<file path="src/crc16_checked_frame_parser_core_macros.svh">
// Assertion macros shared by the frame parser RTL.
// Included by the modules that carry concurrent assertions; no other dependencies.
`ifndef CRC16_CHECKED_FRAME_PARSER_CORE_MACROS_SVH
`define CRC16_CHECKED_FRAME_PARSER_CORE_MACROS_SVH

`ifndef SYNTHESIS
`define CFP_ASSERT(label, clk, rst, prop) \
  label: assert property (@(posedge clk) disable iff (rst) prop) \
    else $error("cfp assertion failed");
`define CFP_ASSERT_ALWAYS(label, clk, prop) \
  label: assert property (@(posedge clk) prop) \
    else $error("cfp assertion failed");
`else
`define CFP_ASSERT(label, clk, rst, prop)
`define CFP_ASSERT_ALWAYS(label, clk, prop)
`endif

`endif

</file>
<file path="src/cfp_pkg.sv">
// Shared types, constants and the byte-wise CRC-16/CCITT-FALSE update.
// No dependencies; imported by cfp_parser and the core top level.
package cfp_pkg;

  localparam logic [7:0]  HEAD_BYTE_RESET = 8'h55;
  localparam logic [15:0] CRC_INIT        = 16'hFFFF;
  localparam logic [15:0] CRC_POLY        = 16'h1021;

  typedef struct packed {
    logic        payload_valid;
    logic [7:0]  payload_byte;
    logic [7:0]  payload_index;
    logic        frame_done;
    logic        frame_ok;
    logic [7:0]  frame_id;
    logic [7:0]  frame_length;
    logic [15:0] received_check;
  } result_t;

  // MSB-first CRC update over one byte.
  function automatic logic [15:0] crc_step(input logic [15:0] crc, input logic [7:0] b);
    logic [15:0] c;
    c = crc ^ {b, 8'h00};
    for (int i = 0; i < 8; i++) begin
      if (c[15]) begin
        c = {c[14:0], 1'b0} ^ CRC_POLY;
      end else begin
        c = {c[14:0], 1'b0};
      end
    end
    return c;
  endfunction

endpackage

</file>
<file path="src/crc16_checked_frame_parser_core.sv">
// Top level of the CRC-16 checked frame parser: input register, parser, output register.
// Depends on cfp_pkg and cfp_parser.
//
// Usage:
//   Input channel: in_valid / in_stall with rx_byte. A byte transfers at a rising
//   edge with in_valid high and in_stall low.
//   Output channel: out_valid / out_stall with the result fields. Every input byte
//   gives exactly one result, in order.
//   Configuration: cfg_wr_en / cfg_wr_data write head_byte; write only while idle.
// Path: a transferred byte is captured in the input register, stepped through the parser
//   and registered in the output register once the output side is free; out_valid then
//   rises and the result transfers when out_stall is low.
// Throughput: one byte per cycle while the output side is not stalled; the parser does a
//   byte-wise CRC update and phase step combinationally between the two registers.
// Reset (rst, synchronous): both stages empty, parser back to hunting, CRC at
//   0xFFFF, head_byte 0x55.
// Stall: while out_stall holds a pending result, the input register fills and then
//   in_stall rises; no byte is dropped and the output payload holds steady.
module crc16_checked_frame_parser_core
  import cfp_pkg::*;
(
  input  logic        clk,
  input  logic        rst,
  input  logic        cfg_wr_en,
  input  logic [7:0]  cfg_wr_data,
  input  logic        in_valid,
  output logic        in_stall,
  input  logic [7:0]  rx_byte,
  output logic        out_valid,
  input  logic        out_stall,
  output logic        payload_valid,
  output logic [7:0]  payload_byte,
  output logic [7:0]  payload_index,
  output logic        frame_done,
  output logic        frame_ok,
  output logic [7:0]  frame_id,
  output logic [7:0]  frame_length,
  output logic [15:0] received_check
);

  logic [7:0] head_reg;
  logic       s1_valid;
  logic [7:0] s1_byte;
  logic       s2_load;
  logic       step;
  result_t    res;
  result_t    out_res;

  assign s2_load  = !out_valid || !out_stall;
  assign step     = s1_valid && s2_load;
  assign in_stall = s1_valid && !s2_load;

  always_ff @(posedge clk) begin
    if (rst) begin
      head_reg <= HEAD_BYTE_RESET;
    end else if (cfg_wr_en) begin
      head_reg <= cfg_wr_data;
    end
  end

  // input register
  always_ff @(posedge clk) begin
    if (rst) begin
      s1_valid <= 1'b0;
    end else if (!in_stall) begin
      s1_valid <= in_valid;
    end
  end

  always_ff @(posedge clk) begin
    if (!in_stall && in_valid) begin
      s1_byte <= rx_byte;
    end
  end

  cfp_parser u_parser (
    .clk       (clk),
    .rst       (rst),
    .step      (step),
    .rx_byte   (s1_byte),
    .head_byte (head_reg),
    .res       (res)
  );

  // output register
  always_ff @(posedge clk) begin
    if (rst) begin
      out_valid <= 1'b0;
    end else if (s2_load) begin
      out_valid <= s1_valid;
    end
  end

  always_ff @(posedge clk) begin
    if (step) begin
      out_res <= res;
    end
  end

  assign payload_valid  = out_res.payload_valid;
  assign payload_byte   = out_res.payload_byte;
  assign payload_index  = out_res.payload_index;
  assign frame_done     = out_res.frame_done;
  assign frame_ok       = out_res.frame_ok;
  assign frame_id       = out_res.frame_id;
  assign frame_length   = out_res.frame_length;
  assign received_check = out_res.received_check;

endmodule

</file>
<file path="src/cfp_parser.sv">
// Frame state machine: hunts for the head byte, tracks id/length/payload and
// checks the trailing CRC. Depends on cfp_pkg and the assertion macro header.
`include "crc16_checked_frame_parser_core_macros.svh"

module cfp_parser
  import cfp_pkg::*;
(
  input  logic       clk,
  input  logic       rst,
  input  logic       step,
  input  logic [7:0] rx_byte,
  input  logic [7:0] head_byte,
  output result_t    res
);

  localparam logic [2:0] PH_HUNT = 3'd0;
  localparam logic [2:0] PH_ID   = 3'd1;
  localparam logic [2:0] PH_LEN  = 3'd2;
  localparam logic [2:0] PH_DATA = 3'd3;
  localparam logic [2:0] PH_CKLO = 3'd4;
  localparam logic [2:0] PH_CKHI = 3'd5;

  logic [2:0]  phase, phase_next;
  logic [15:0] running_crc, running_crc_next;
  logic [7:0]  held_id, held_id_next;
  logic [7:0]  held_length, held_length_next;
  logic [7:0]  byte_count, byte_count_next;
  logic [7:0]  check_low, check_low_next;
  logic [15:0] crc_upd;
  logic [15:0] got;
  logic [7:0]  count_inc;

  assign crc_upd   = crc_step(running_crc, rx_byte);
  assign got       = {rx_byte, check_low};
  assign count_inc = byte_count + 8'd1;

  always_comb begin
    phase_next       = phase;
    running_crc_next = running_crc;
    held_id_next     = held_id;
    held_length_next = held_length;
    byte_count_next  = byte_count;
    check_low_next   = check_low;
    res              = '0;
    unique case (phase)
      PH_ID: begin
        held_id_next     = rx_byte;
        running_crc_next = crc_upd;
        phase_next       = PH_LEN;
      end
      PH_LEN: begin
        held_length_next = rx_byte;
        byte_count_next  = '0;
        running_crc_next = crc_upd;
        phase_next       = (rx_byte == 8'd0) ? PH_CKLO : PH_DATA;
      end
      PH_DATA: begin
        res.payload_valid = 1'b1;
        res.payload_byte  = rx_byte;
        res.payload_index = byte_count;
        running_crc_next  = crc_upd;
        byte_count_next   = count_inc;
        if (count_inc >= held_length) begin
          phase_next = PH_CKLO;
        end
      end
      PH_CKLO: begin
        check_low_next = rx_byte;
        phase_next     = PH_CKHI;
      end
      PH_CKHI: begin
        res.frame_done     = 1'b1;
        res.frame_ok       = (got == running_crc);
        res.received_check = got;
        phase_next         = PH_HUNT;
      end
      default: begin
        // unused codes fall back to hunting
        phase_next = PH_HUNT;
        if (rx_byte == head_byte) begin
          running_crc_next = crc_step(CRC_INIT, rx_byte);
          phase_next       = PH_ID;
        end
      end
    endcase
    res.frame_id     = held_id_next;
    res.frame_length = held_length_next;
  end

  always_ff @(posedge clk) begin
    if (rst) begin
      phase       <= PH_HUNT;
      running_crc <= CRC_INIT;
      held_id     <= '0;
      held_length <= '0;
      byte_count  <= '0;
      check_low   <= '0;
    end else if (step) begin
      phase       <= phase_next;
      running_crc <= running_crc_next;
      held_id     <= held_id_next;
      held_length <= held_length_next;
      byte_count  <= byte_count_next;
      check_low   <= check_low_next;
    end
  end

  `CFP_ASSERT(a_data_count_in_range, clk, rst, (phase == PH_DATA) |-> (byte_count < held_length))
  `CFP_ASSERT(a_cklo_to_ckhi, clk, rst, (step && phase == PH_CKLO) |=> (phase == PH_CKHI))
  `CFP_ASSERT(a_ok_needs_done, clk, rst, res.frame_ok |-> res.frame_done)
  `CFP_ASSERT_ALWAYS(a_payload_not_done, clk, !(res.payload_valid && res.frame_done))

endmodule
</file>
<file path="config.mk">
export PLATFORM = sky130hd
export DESIGN_NAME = crc16_checked_frame_parser_core
export DESIGN_NICKNAME = d
export VERILOG_FILES = /design/src/cfp_pkg.sv /design/src/crc16_checked_frame_parser_core.sv /design/src/cfp_parser.sv
export VERILOG_INCLUDE_DIRS = /design/src /design/src/src
export SDC_FILE = /design/constraint.sdc
export NUM_CORES = 1
export LEC_CHECK = 0
export BUFFER_PORTS_ARGS = -buffer_cell sky130_fd_sc_hd__buf_4
export CORE_ASPECT_RATIO = 1.5
export CORE_MARGIN = 8
export CORE_UTILIZATION = 52
export CTS_CLUSTER_SIZE = 10
export DETAILED_ROUTE_END_ITERATION = 8
export PLACE_DENSITY = 0.76
export REMOVE_ABC_BUFFERS = 1
export SYNTH_ARGS = -nofsm -noshare
export SYNTH_HDL_FRONTEND = slang
export SYNTH_HIERARCHICAL = 1
export SYNTH_SLANG_ARGS = --single-unit
</file>
<file path="constraint.sdc">
create_clock -name clk -period 5.8 [get_ports clk]
set_input_delay 0.58 -clock clk [delete_from_list [all_inputs] [get_ports clk]]
set_output_delay 0.58 -clock clk [all_outputs]
set_load 0.05 [all_outputs]
</file>
==> results.md, run 1 <==
* Final Util at 63.6%
* Core area at between 10000 and 15000 um2
* Worst-path clk slew at 0.05 ns
* 1st-iter DRT viols at around 230
* Post-CTS Resized at 0
* Syn_area_per_cell at approximately 11 um2
* Flops & latches, synth at 120
* Peak supply drop at 0.000304 V
* Total global routing overflow at 0
* Post-Place Cells at between 600 and 700
* RSZ-0062 raised after global routing: no
* R2R depth at 4
* Met2 Use GR at 30.8%
* Area share of the largest cell type after synthesis at 31.4%
* Min cycle time layout at 2.64 ns
* Die area at 14500 um2
* Starting Density at approximately 53%
* CP top delay family: buffers and inverters
* H-tree depth at 4
* Netlist cell types at 50
* Overall power at between 2000 and 2500 uW
* Ys async rst share at 0%
* Syn. warnings at 6
* Pwr per Cell Area at 325 nW/um2
* First-pass DRT Iterations at 4
* Crit path to: u_parser/running_crc[12]
* Detailed placement HPWL at 8.08 mm
* Clock tree from TritonCTS: built
* Post-Syn Area at 5640 um2
* Reg-to-reg startpoint: s1_valid
* Crit-path max FO at 78
* CP Class: reg2reg
* Peak Freq at 379 MHz
* Crit path cell chain: a21boi_4 > buf_4 > nand2_1 > o41a_1
* Share of post-route cells with drive strength above 1 at 23.4%
* Final slew viol count at 0
* Io pins at between 70 and 80
* Maxcap violations at 0
* Std cell rows at 46
* Gr usage total at 17.8%
* Worst path slowest cell: buf_4
* WL/cell at about 17 um
* Final setup fails at 0
* Die X at 101 um
* Crit path depth at 4
* CP peak stage delay at between 0.7 and 0.8 ns
* Final Non-Filler Cells at just over 700
* Post-CTS Hold Fix Bufs at 0
* CP Launch Point: s1_valid
* Setup Buffers After CTS at 0
* R2R Setup Slk at roughly 3.2 ns
* Most common cell after layout, fill and taps aside: buf_4
* Vias in the first global route at 4083
* Met3 global-route usage at between 5 and 6%
* Vias per std cell at 5.42
* Hold wc startpoint: rx_byte[6]
* Type of the tightest min-delay check: in2reg
* Crit start category: register
* Num CTS Buffers at 17
* GRT busiest layer: met2
* Via count at ~3900
* WHS at roughly 0.35 ns
* IO Port Bufs at 73
* FILL cells at 866
* WP data arrival at 2.92 ns
* Final Cycle Share at 45.5%
* Met1 Use GR at between 10% and 20%
* Status: completed
* GP Congestion at roughly 0.86
* Largest net degree at the start of global routing at 79
* Synth Flop Type: dfxtp_1
* Cells after Synth at between 500 and 600
* Initial antenna violation count at 0
* Antenna cell count at 0
* Register area share after synthesis at 53.1%
* Worst Skew at 0.00876 ns
* Register area at 2990 um2
* Post-Route WL at 12.2 mm
* DRC errors left at 0
* Skew-Pair Late Insertion Delay at approximately 0.41 ns
* Final #Nets at approximately 590
* CP bufs+invs at 1
* Dominant cell type by area after synthesis: edfxtp_1
* Cell leakage power at 0.00255 uW
* Fin Setup TNS at 0 ns
* Worst slew pin tran at between 0.9 and 1 ns
* EDFF count, synth at 59
* Final ANT Viol Nets at 0
* Clock root buffer: clkbuf_16
* Die H at 144 um
* Final hold vios at 0
* Top cells by area, synth: edfxtp_1 (31%), dfxtp_1 (22%), xnor2_1 (7.3%)
* Clk sink count at 120
* Worst slew margin at 33.5%
* Synth-to-layout area growth at 19.6%
* Global-route wire length before repair at approximately 20 mm
* Multi-input gate area at between 2000 and 2500 um2
* Commonest cells after routing, fill and taps aside: buf_4 (74), dfxtp_1 (61), edfxtp_1 (59), nor2_1 (48), xnor2_1 (47)
* Longest Clk Path Bufs at 2
* Crit end category: register
* RR Endpoint: u_parser/running_crc[12]
* Crit path required time at 6.08 ns
[power breakdown]
part	internal [uW]	total (uW)	switching (uW)
registers	922	959	36.7
logic	86.1	227	140
clock network	638	1000	365
[worst min path at each step]
| stage | to | depth (start not counted) |
|---|---|---|
| 3_5_place_dp | u_parser/held_id[1] | 2 |
| 4_1_cts | s1_byte[6] | 1 |
| 3_3_place_gp | u_parser/held_id[0] | 2 |
| 5_1_grt | s1_byte[6] | 1 |
| 2_1_floorplan | u_parser/check_low[4] | 2 |
| 6_report | s1_byte[6] | 1 |
[area by class of cell]
| cell class | count | share of cell area (%) |
|---|---|---|
| Timing Repair Buffer | 74 | 8.24 |
| Sequential cell | 120 | 44.4 |
| Clock inverter | 13 | 1.93 |
| Clock buffer | 19 | 6.57 |
| Tap cell | 144 | 2.67 |
| Multi-Input combinational cell | 339 | 35.5 |
| Inverter | 12 | 0.668 |
[cell usage after synthesis (4+ instances only)]
cell,n
a21oi_1,16
o211ai_1,15
and2_1,38
clkbuf_1,8
xnor2_1,47
buf_6,7
edfxtp_1,59
dfxtp_1,61
a22oi_1,6
nor2b_1,6
buf_2,13
nand3_1,7
ha_1,9
mux2_2,16
o21ai_0,15
nand2_1,25
inv_1,12
nand4_1,5
mux2i_1,20
nor2_1,48
nor4_1,4
xor2_1,17
o21ai_1,6
and3_1,4
buf_4,5
[stage by stage]
| stage | setup WS [ns] | instance area, um2 |
|---|---|---|
| global placement | 2.95 | 6170 |
| finish | 3.16 | 6740 |
| floorplan | -3.39 | 5420 |
| CTS | 3.17 | 6740 |
| global route | 2.98 | 6740 |
| detailed placement | 2.90 | 6170 |
[routing by layer]
layer	share of wire [%]	wire length, um
met2	52	6350
met4	3.1	380
met3	4.9	597
met1	40	4880
met5	0	0
[cell families after synthesis]
group	synth area share [%]
AOI/OAI and AO/OA	9.04
xor gates and xnor gates	10.5
adders and majority gates	2.00
buffers and inverters	4.64
DFF	53.1
muxes	6.75
and+or+nand+nor	13.9
(Power assumes the default switching activity.)
==> inputs of run 2 (changes only) <==
--- a/config.mk
+++ b/config.mk
@@ -9,10 +9,10 @@
 export BUFFER_PORTS_ARGS = -buffer_cell sky130_fd_sc_hd__buf_4
 export CORE_ASPECT_RATIO = 1.5
 export CORE_MARGIN = 8
-export CORE_UTILIZATION = 52
+export CORE_UTILIZATION = 55
 export CTS_CLUSTER_SIZE = 10
 export DETAILED_ROUTE_END_ITERATION = 8
-export PLACE_DENSITY = 0.76
+export PLACE_DENSITY = 0.77
 export REMOVE_ABC_BUFFERS = 1
 export SYNTH_ARGS = -nofsm -noshare
 export SYNTH_HDL_FRONTEND = slang
==> constraint.sdc (replaced) <==
create_clock -name clk -period 2.71 [get_ports clk]
set_input_delay 0.271 -clock clk [delete_from_list [all_inputs] [get_ports clk]]
set_output_delay 0.271 -clock clk [all_outputs]
set_load 0.05 [all_outputs]
==> run 2 against run 1 <==
- register-to-register slack lost 2.7 ns
- core utilization grew 3.7 points
- total power grew 110%
- cell area grew 0.65%
- sequential power grew 110%
- fmax grew 17%
==> results.md, run 2 (synthesis results as in run 1) <==
* Final Non-Filler Cells at 706 (-2.1%)
* WL/cell at 17.7 um (+4.7%)
* Die X at 98.7 um (-2.3%)
* CP Class: reg2reg
* Placed Area at 6220 um2 (+0.91%)
* Type of the tightest min-delay check: in2reg
* Die area at 13800 um2 (-4.7%)
* Worst Skew at 0.00805 ns (-0.000710 ns)
* Vias in the first global route at 4017 (-1.6%)
* Pwr per Cell Area at 685 nW/um2 (+110%)
* Crit end category: register
* Post-Place Cells at 674 (-2.2%)
* GP Congestion at 0.886 (+2.8%)
* Io pins at 74 (unchanged)
* Die H at 140 um (-2.5%)
* Final hold vios at 0 (unchanged)
* Sw frac at 25.1% (+0.39 points)
* Setup Buffers After CTS at 0 (unchanged)
* WHS at 0.0359 ns (-0.310 ns)
* Switching pwr at 1170 uW (+120%)
* WP data arrival at 2.52 ns (-0.40 ns)
* Post-CTS Resized at 0 (unchanged)
* Sequential power share at 43.9% (about the same)
* RSZ-0062 raised after global routing: no
* Longest Clk Path Bufs at 2 (unchanged)
* Reg-to-reg startpoint: u_parser/byte_count[0]
* H-tree depth at 4 (unchanged)
* Min cycle time layout at 2.25 ns (-0.389 ns)
* Clock share of power at 45.0% (-0.8 points)
* Detailed placement HPWL at 8.56 mm (+6.0%)
* CP Launch Point: u_parser/byte_count[0]
* Global-route wire length before repair at 20.1 mm (+0.66%)
* Peak supply drop at 0.000456 V (+50%)
* Final ANT Viol Nets at 0 (unchanged)
* Crit path required time at 2.98 ns (-3.10 ns)
* Std cell rows at 45 (-2.2%)
* Final setup fails at 0 (unchanged)
* Int Pwr at 3480 uW (+110%)
* Crit-path max FO at 6 (-92%)
* Share of post-route cells with drive strength above 1 at 24.8% (+1.4 points)
* Post-CTS Hold Fix Bufs at 0 (unchanged)
* Total global routing overflow at 0 (unchanged)
* Vias per std cell at 5.67 (+4.6%)
* Final Util at 67.3% (+3.7 points)
* Combinational power share at 11.2% (+0.9 points)
* Final slew viol count at 0 (unchanged)
* Via count at 4004 (+2.4%)
* Setup slack after layout at 0.460 ns (-2.70 ns)
* Gr usage total at 18.6% (+0.76 points)
* First-pass DRT Iterations at 4 (unchanged)
* Worst-path clk slew at 0.06 ns (about the same)
* IO Port Bufs at 73 (unchanged)
* Worst slew pin tran at 0.638 ns (-0.359 ns)
* Most common cell after layout, fill and taps aside: buf_4
* Antenna cell count at 0 (unchanged)
* Clk sink count at 120 (unchanged)
* Starting Density at 55.9% (+2.7 points)
* Maxcap violations at 0 (unchanged)
* Final #Nets at 606 (+2.0%)
* Clock tree from TritonCTS: built
* Design area at 6780 um2 (+0.65%)
* Largest net degree at the start of global routing at 49 (-38%)
* Skew-Pair Late Insertion Delay at 0.41 ns (about the same)
* Hold wc startpoint: rx_byte[3]
* Commonest cells after routing, fill and taps aside: buf_4 (86), dfxtp_1 (61), edfxtp_1 (59), nor2_1 (48), xnor2_1 (47)
* Status: completed
* DRC errors left at 0 (unchanged)
* Peak Freq at 444 MHz (+17%)
* Cell leakage power at 0.00260 uW (+1.9%)
* Final Cycle Share at 83.0% (+38 points)
* 1st-iter DRT viols at 223 (-2.6%)
* Synth-to-layout area growth at 20.4%
* Clock root buffer: clkbuf_16
* Worst slew margin at 57.3% (+24 points)
* Post-Route WL at 12.5 mm (+2.5%)
* Post-placement setup slack at 0.509 ns (-2.39 ns)
* Initial antenna violation count at 0 (unchanged)
* Crit start category: register
* Core area at 10100 um2 (-4.8%)
* Num CTS Buffers at 17 (unchanged)
[run 2: changes by cell type in the layout (fill, tap and decap cells not counted)]
cell	before	now
buf_4	74	86
bufinv_16	2	1
clkbuf_1	1	2
clkbuf_16	17	18
clkbuf_8	1	0
clkinv_2	5	4
clkinvlp_4	2	3
[run 2: final timing paths]
path                            slack [ns]  depth (start not counted)                    end
worst min-delay path                  0.04                          1             s1_byte[3]
worst max-delay path                  0.46                          8      u_parser/phase[2]
worst max register to register        0.46                          8      u_parser/phase[2]
worst min register to register        0.49                          2  u_parser/check_low[6]
[run 2: stage by stage]
step                setup TNS [ns]  total power (uW)
floorplan                  -491.60              2430
global placement                 0              2570
detailed placement               0              2590
CTS                              0              4670
global route                     0              4800
finish                           0              4640
[run 2: worst max-delay path, stage by stage (launching register included)]
cell and delay (ns):
dfxtp_1 0.42, ha_1 0.29, xor2_1 0.11, ha_1 0.31, and3_1 0.15, o21ai_0 0.07, a311o_1 0.39, a221oi_1 0.29
a311oi_1 0.08
[run 2: metal layers]
metal  wire length (um)  part of all wire, %  vias to the layer above  track usage [%]
met5                  0                    0                        -                0
met4                464                  3.7                        0             12.0
met2               6540                   52                      117             32.2
met1               4870                   39                     1952             19.2
met3                637                  5.1                       32             5.21
li1                   -                    -                     1903                -
[run 2: cell type report]
type                            instances  area [um2]
Fill cell                             733        3300
Sequential cell                       120        2990
Multi-Input combinational cell        339        2390
Timing Repair Buffer                   86         646
Clock buffer                           20         458
Tap cell                              117         146
Clock inverter                         12         103
Inverter                               12        45.0
[run 2: power by group through the flow]
| stage | Combinational (uW) | Sequential [uW] | Clock (uW) |
|---|---|---|---|
| 6_report | 519 | 2040 | 2090 |
| 5_1_grt | 554 | 2040 | 2200 |
| 3_3_place_gp | 503 | 2070 | 0 |
| 2_1_floorplan | 246 | 2180 | 0 |
| 4_1_cts | 520 | 2040 | 2110 |
| 3_5_place_dp | 515 | 2070 | 0 |
==> inputs of run 3 (changes only) <==
--- a/config.mk
+++ b/config.mk
@@ -6,13 +6,14 @@
 export SDC_FILE = /design/constraint.sdc
 export NUM_CORES = 1
 export LEC_CHECK = 0
+export ABC_AREA = 1
 export BUFFER_PORTS_ARGS = -buffer_cell sky130_fd_sc_hd__buf_4
 export CORE_ASPECT_RATIO = 1.5
 export CORE_MARGIN = 8
 export CORE_UTILIZATION = 55
 export CTS_CLUSTER_SIZE = 10
 export DETAILED_ROUTE_END_ITERATION = 8
-export PLACE_DENSITY = 0.77
+export PLACE_DENSITY = 0.76
 export REMOVE_ABC_BUFFERS = 1
 export SYNTH_ARGS = -nofsm -noshare
 export SYNTH_HDL_FRONTEND = slang
==> constraint.sdc (replaced) <==
create_clock -name clk -period 2.3 [get_ports clk]
set_input_delay 0.23 -clock clk [delete_from_list [all_inputs] [get_ports clk]]
set_output_delay 0.23 -clock clk [all_outputs]
set_load 0.05 [all_outputs]
==> run 3 against run 2 <==
- wire length is 20% higher
- sequential share of layout area decreased by 1.7 points
- global-route usage increased by 3.5 points
- setup slack worse by 0.32 ns
- clock skew about the same
- non-clock buffer count rose by 5
- fmax increased by 3.9%
- cell count rose by 33%
- clock power up 18%
- sequential cell count is the same
- hold slack improved by 0.0028 ns
- count of clock-buffer cells in the layout is 2 higher
- critical path type unchanged
- highest routed layer unchanged
==> results.md, run 3 <==
* Final Non-Filler Cells at 941 (+33%)
* Netlist cell types at 35 (-30%)
* Crit-path max FO at 5 (-1)
* Initial antenna violation count at 0 (unchanged)
* WL/cell at 16.0 um (-9.8%)
* Die area at 14100 um2 (+1.8%)
* Worst-path clk slew at 0.05 ns (about the same)
* FILL cells at 820 (+12%)
* Area share of the largest cell type after synthesis at 30.8% (-0.66 points)
* Peak supply drop at 0.000710 V (+56%)
* Synth Flop Type: dfxtp_1
* Crit path required time at 2.60 ns (-0.38 ns)
* Crit start category: register
* Post-Place Cells at 900 (+34%)
* Starting Density at 55.6% (-0.36 points)
* Syn_area_per_cell at 7.99 um2 (-28%)
* WP data arrival at 2.47 ns (-0.05 ns)
* Antenna cell count at 0 (unchanged)
* Post-placement setup slack at 0.0590 ns (-0.450 ns)
* CP Class: reg2reg
* First-pass DRT Iterations at 5 (+1)
* Post-Syn Area at 5760 um2 (+2.1%)
* Worst path slowest cell: dfxtp_1
* CP top delay family: simple AND/OR/NAND/NOR gates
* DRC errors left at 0 (unchanged)
* Crit path cell chain: nand3_2 > nor3_2 > nand2_1 > nand2_1 > nand2_1 > ha_1 > nand2_1 > o21ai_0 > nor2_1 > nand2_1 > nand2_1 > o21ai_0 > inv_1
* Clk sink count at 120 (unchanged)
* Synth-to-layout area growth at 22.7%
* Skew-Pair Late Insertion Delay at 0.42 ns (about the same)
* Final hold vios at 0 (unchanged)
* Ys async rst share at 0% (unchanged)
* Post-Synth XOR/XNOR Area at 1.98% (-8.5 points)
* Pwr per Cell Area at 806 nW/um2 (+18%)
* Post-Route M1 WL at 5.45 mm (+12%)
* Crit end category: register
* Mux share of post-synthesis cell area at 0% (-6.7 points)
* Dominant cell type by area after synthesis: edfxtp_1
* Final ANT Viol Nets at 0 (unchanged)
* Num CTS Buffers at 17 (unchanged)
* IO Port Bufs at 73 (unchanged)
* Compound-cell area share of the yosys netlist at 9.07% (+0.029 points)
* Combinational family with the most area after synthesis: simple AND/OR/NAND/NOR gates
* Worst slew pin tran at 0.551 ns (-0.0865 ns)
* Final setup fails at 0 (unchanged)
* Flops & latches, synth at 120 (unchanged)
* 1st-iter DRT viols at 375 (+68%)
* Cells after Synth at 720 (+43%)
* Longest Clk Path Bufs at 2 (unchanged)
* Min cycle time layout at 2.16 ns (-0.0854 ns)
* Clock root buffer: clkbuf_16
* Top Layer Used: met4
* Global-route wire length before repair at 24.2 mm (+21%)
* GP Congestion at 0.924 (+4.3%)
* Core area at 10400 um2 (+2.8%)
* Register area share after synthesis at 52.0% (-1.1 points)
* Top cells by area, synth: edfxtp_1 (31%), dfxtp_1 (21%), nand2_1 (15%)
* Vias in the first global route at 5111 (+27%)
* Via count at 5043 (+26%)
* Total global routing overflow at 0 (unchanged)
* Register area at 3000 um2 (about the same)
* Share of post-route cells with drive strength above 1 at 17.5% (-7.2 points)
* Final Cycle Share at 94.1% (+11 points)
* Type of the tightest min-delay check: in2reg
* Die X at 99.5 um (+0.89%)
* Metal2 WL at 8.17 mm (+25%)
* Syn. warnings at 6 (unchanged)
* Post-synth top cells: nand2_1 (223), nor2_1 (80), inv_1 (73)
* Clock tree from TritonCTS: built
* Most frequent cell after synthesis: nand2_1
* Detailed placement HPWL at 10.6 mm (+24%)
* Crit path top cell by count: nand2_1
* Worst slew margin at 63.2% (+5.8 points)
* Multi-input gate area at 2320 um2 (-3.0%)
* Setup slack after layout at 0.135 ns (-0.325 ns)
* CP peak stage delay at 0.39 ns (-0.03 ns)
* Most common cell after layout, fill and taps aside: nand2_1
* Maxcap violations at 0 (unchanged)
* Post-Route WL at 15.0 mm (+20%)
* Final slew viol count at 0 (unchanged)
* CP bufs+invs at 1 (+1)
* Status: completed
* EDFF count, synth at 59 (unchanged)
* Peak Freq at 462 MHz (+3.9%)
* Cell leakage power at 0.00336 uW (+29%)
* Vias per std cell at 5.36 (-5.5%)
* Adder-cell share of the synthesized area at 1.96% (-0.042 points)
* Met3 routed WL at 879 um (+38%)
* Std cell rows at 46 (+2.2%)
* Overall power at 5690 uW (+23%)
* Largest net degree at the start of global routing at 37 (-24%)
* Final #Nets at 838 (+38%)
* Gr usage total at 22.0% (+3.5 points)
* Die H at 141 um (+0.94%)
* Synth Area in Simple Gates at 26.8% (+13 points)
* Io pins at 74 (unchanged)
* Commonest cells after routing, fill and taps aside: nand2_1 (223), buf_4 (83), nor2_1 (80), inv_1 (73)
* H-tree depth at 4 (unchanged)
* Worst Skew at 0.00853 ns (+0.000482 ns)
-- run 3: changes by cell type after synthesis, sizes merged, moves of 36 or more --
cell,change
xnor2,-42
nand3,+39
and2,-38
inv,+77
nand2,+203
nor2,+36
-- run 3: through the flow --
stage	hold slack (ns)	instance area, um2	TNS [ns]	utilization [%]
2_1_floorplan	0.299	5630	-223.99	-
3_3_place_gp	0.408	6410	0	61.8
3_5_place_dp	0.409	6410	0	61.8
4_1_cts	0.0295	7040	0	67.9
5_1_grt	0.0322	7060	-0.00130	68.2
6_report	0.0388	7060	0	68.2
-- run 3: kinds of logic (layout without fill, tap and decap cells) --
group,count (synthesis),count (layout)
compound gates,96,96
flops,120,120
simple gates,370,370
buf+inv,112,213
fa+ha+maj,9,9
xor+xnor,13,13
-- run 3: worst paths after layout --
| check | end | slack [ns] | from | cells past startpoint |
|---|---|---|---|---|
| worst min register to register | head_reg[0] | 0.50 | head_reg[0] | 2 |
| worst min-delay path | head_reg[2] | 0.04 | cfg_wr_data[2] | 3 |
| worst max-delay path | u_parser/phase[1] | 0.14 | u_parser/byte_count[1] | 13 |
| worst max register to register | u_parser/phase[1] | 0.14 | u_parser/byte_count[1] | 13 |
-- run 3: worst min-delay path: stages --
cell     delay, ns
buf_4         0.07
nand2_1       0.04
nand3_1       0.07
-- run 3: what timing repair did --
item	CTS	global route
endpoints found under the hold margin	8	0
hold buffers	8	0
setup endpoints to repair	0	3
buffers inserted	0	1
resized for setup	0	5
-- run 3: power by group --
part	switching [uW]	total [uW]	internal (uW)
Combinational	541	788	246
Clock	895	2470	1580
Sequential	78.0	2430	2350
Total	1510	5690	4180
-- run 3: final cells by class --
class,count,share of cell area (%)
clock buffer,22,6.29
timing repair buffer,91,9.96
inverter,90,4.85
clock inverter,10,1.51
tap,120,2.13
multi-input combinational,488,32.8
sequential,120,42.4
-- run 3: layer usage --
metal | vias to the layer above | GRT usage [%]
li1 | 2485 | -
met1 | 2316 | 21.2
met2 | 197 | 41.0
met3 | 45 | 5.93
met4 | 0 | 12.3
met5 | - | 0
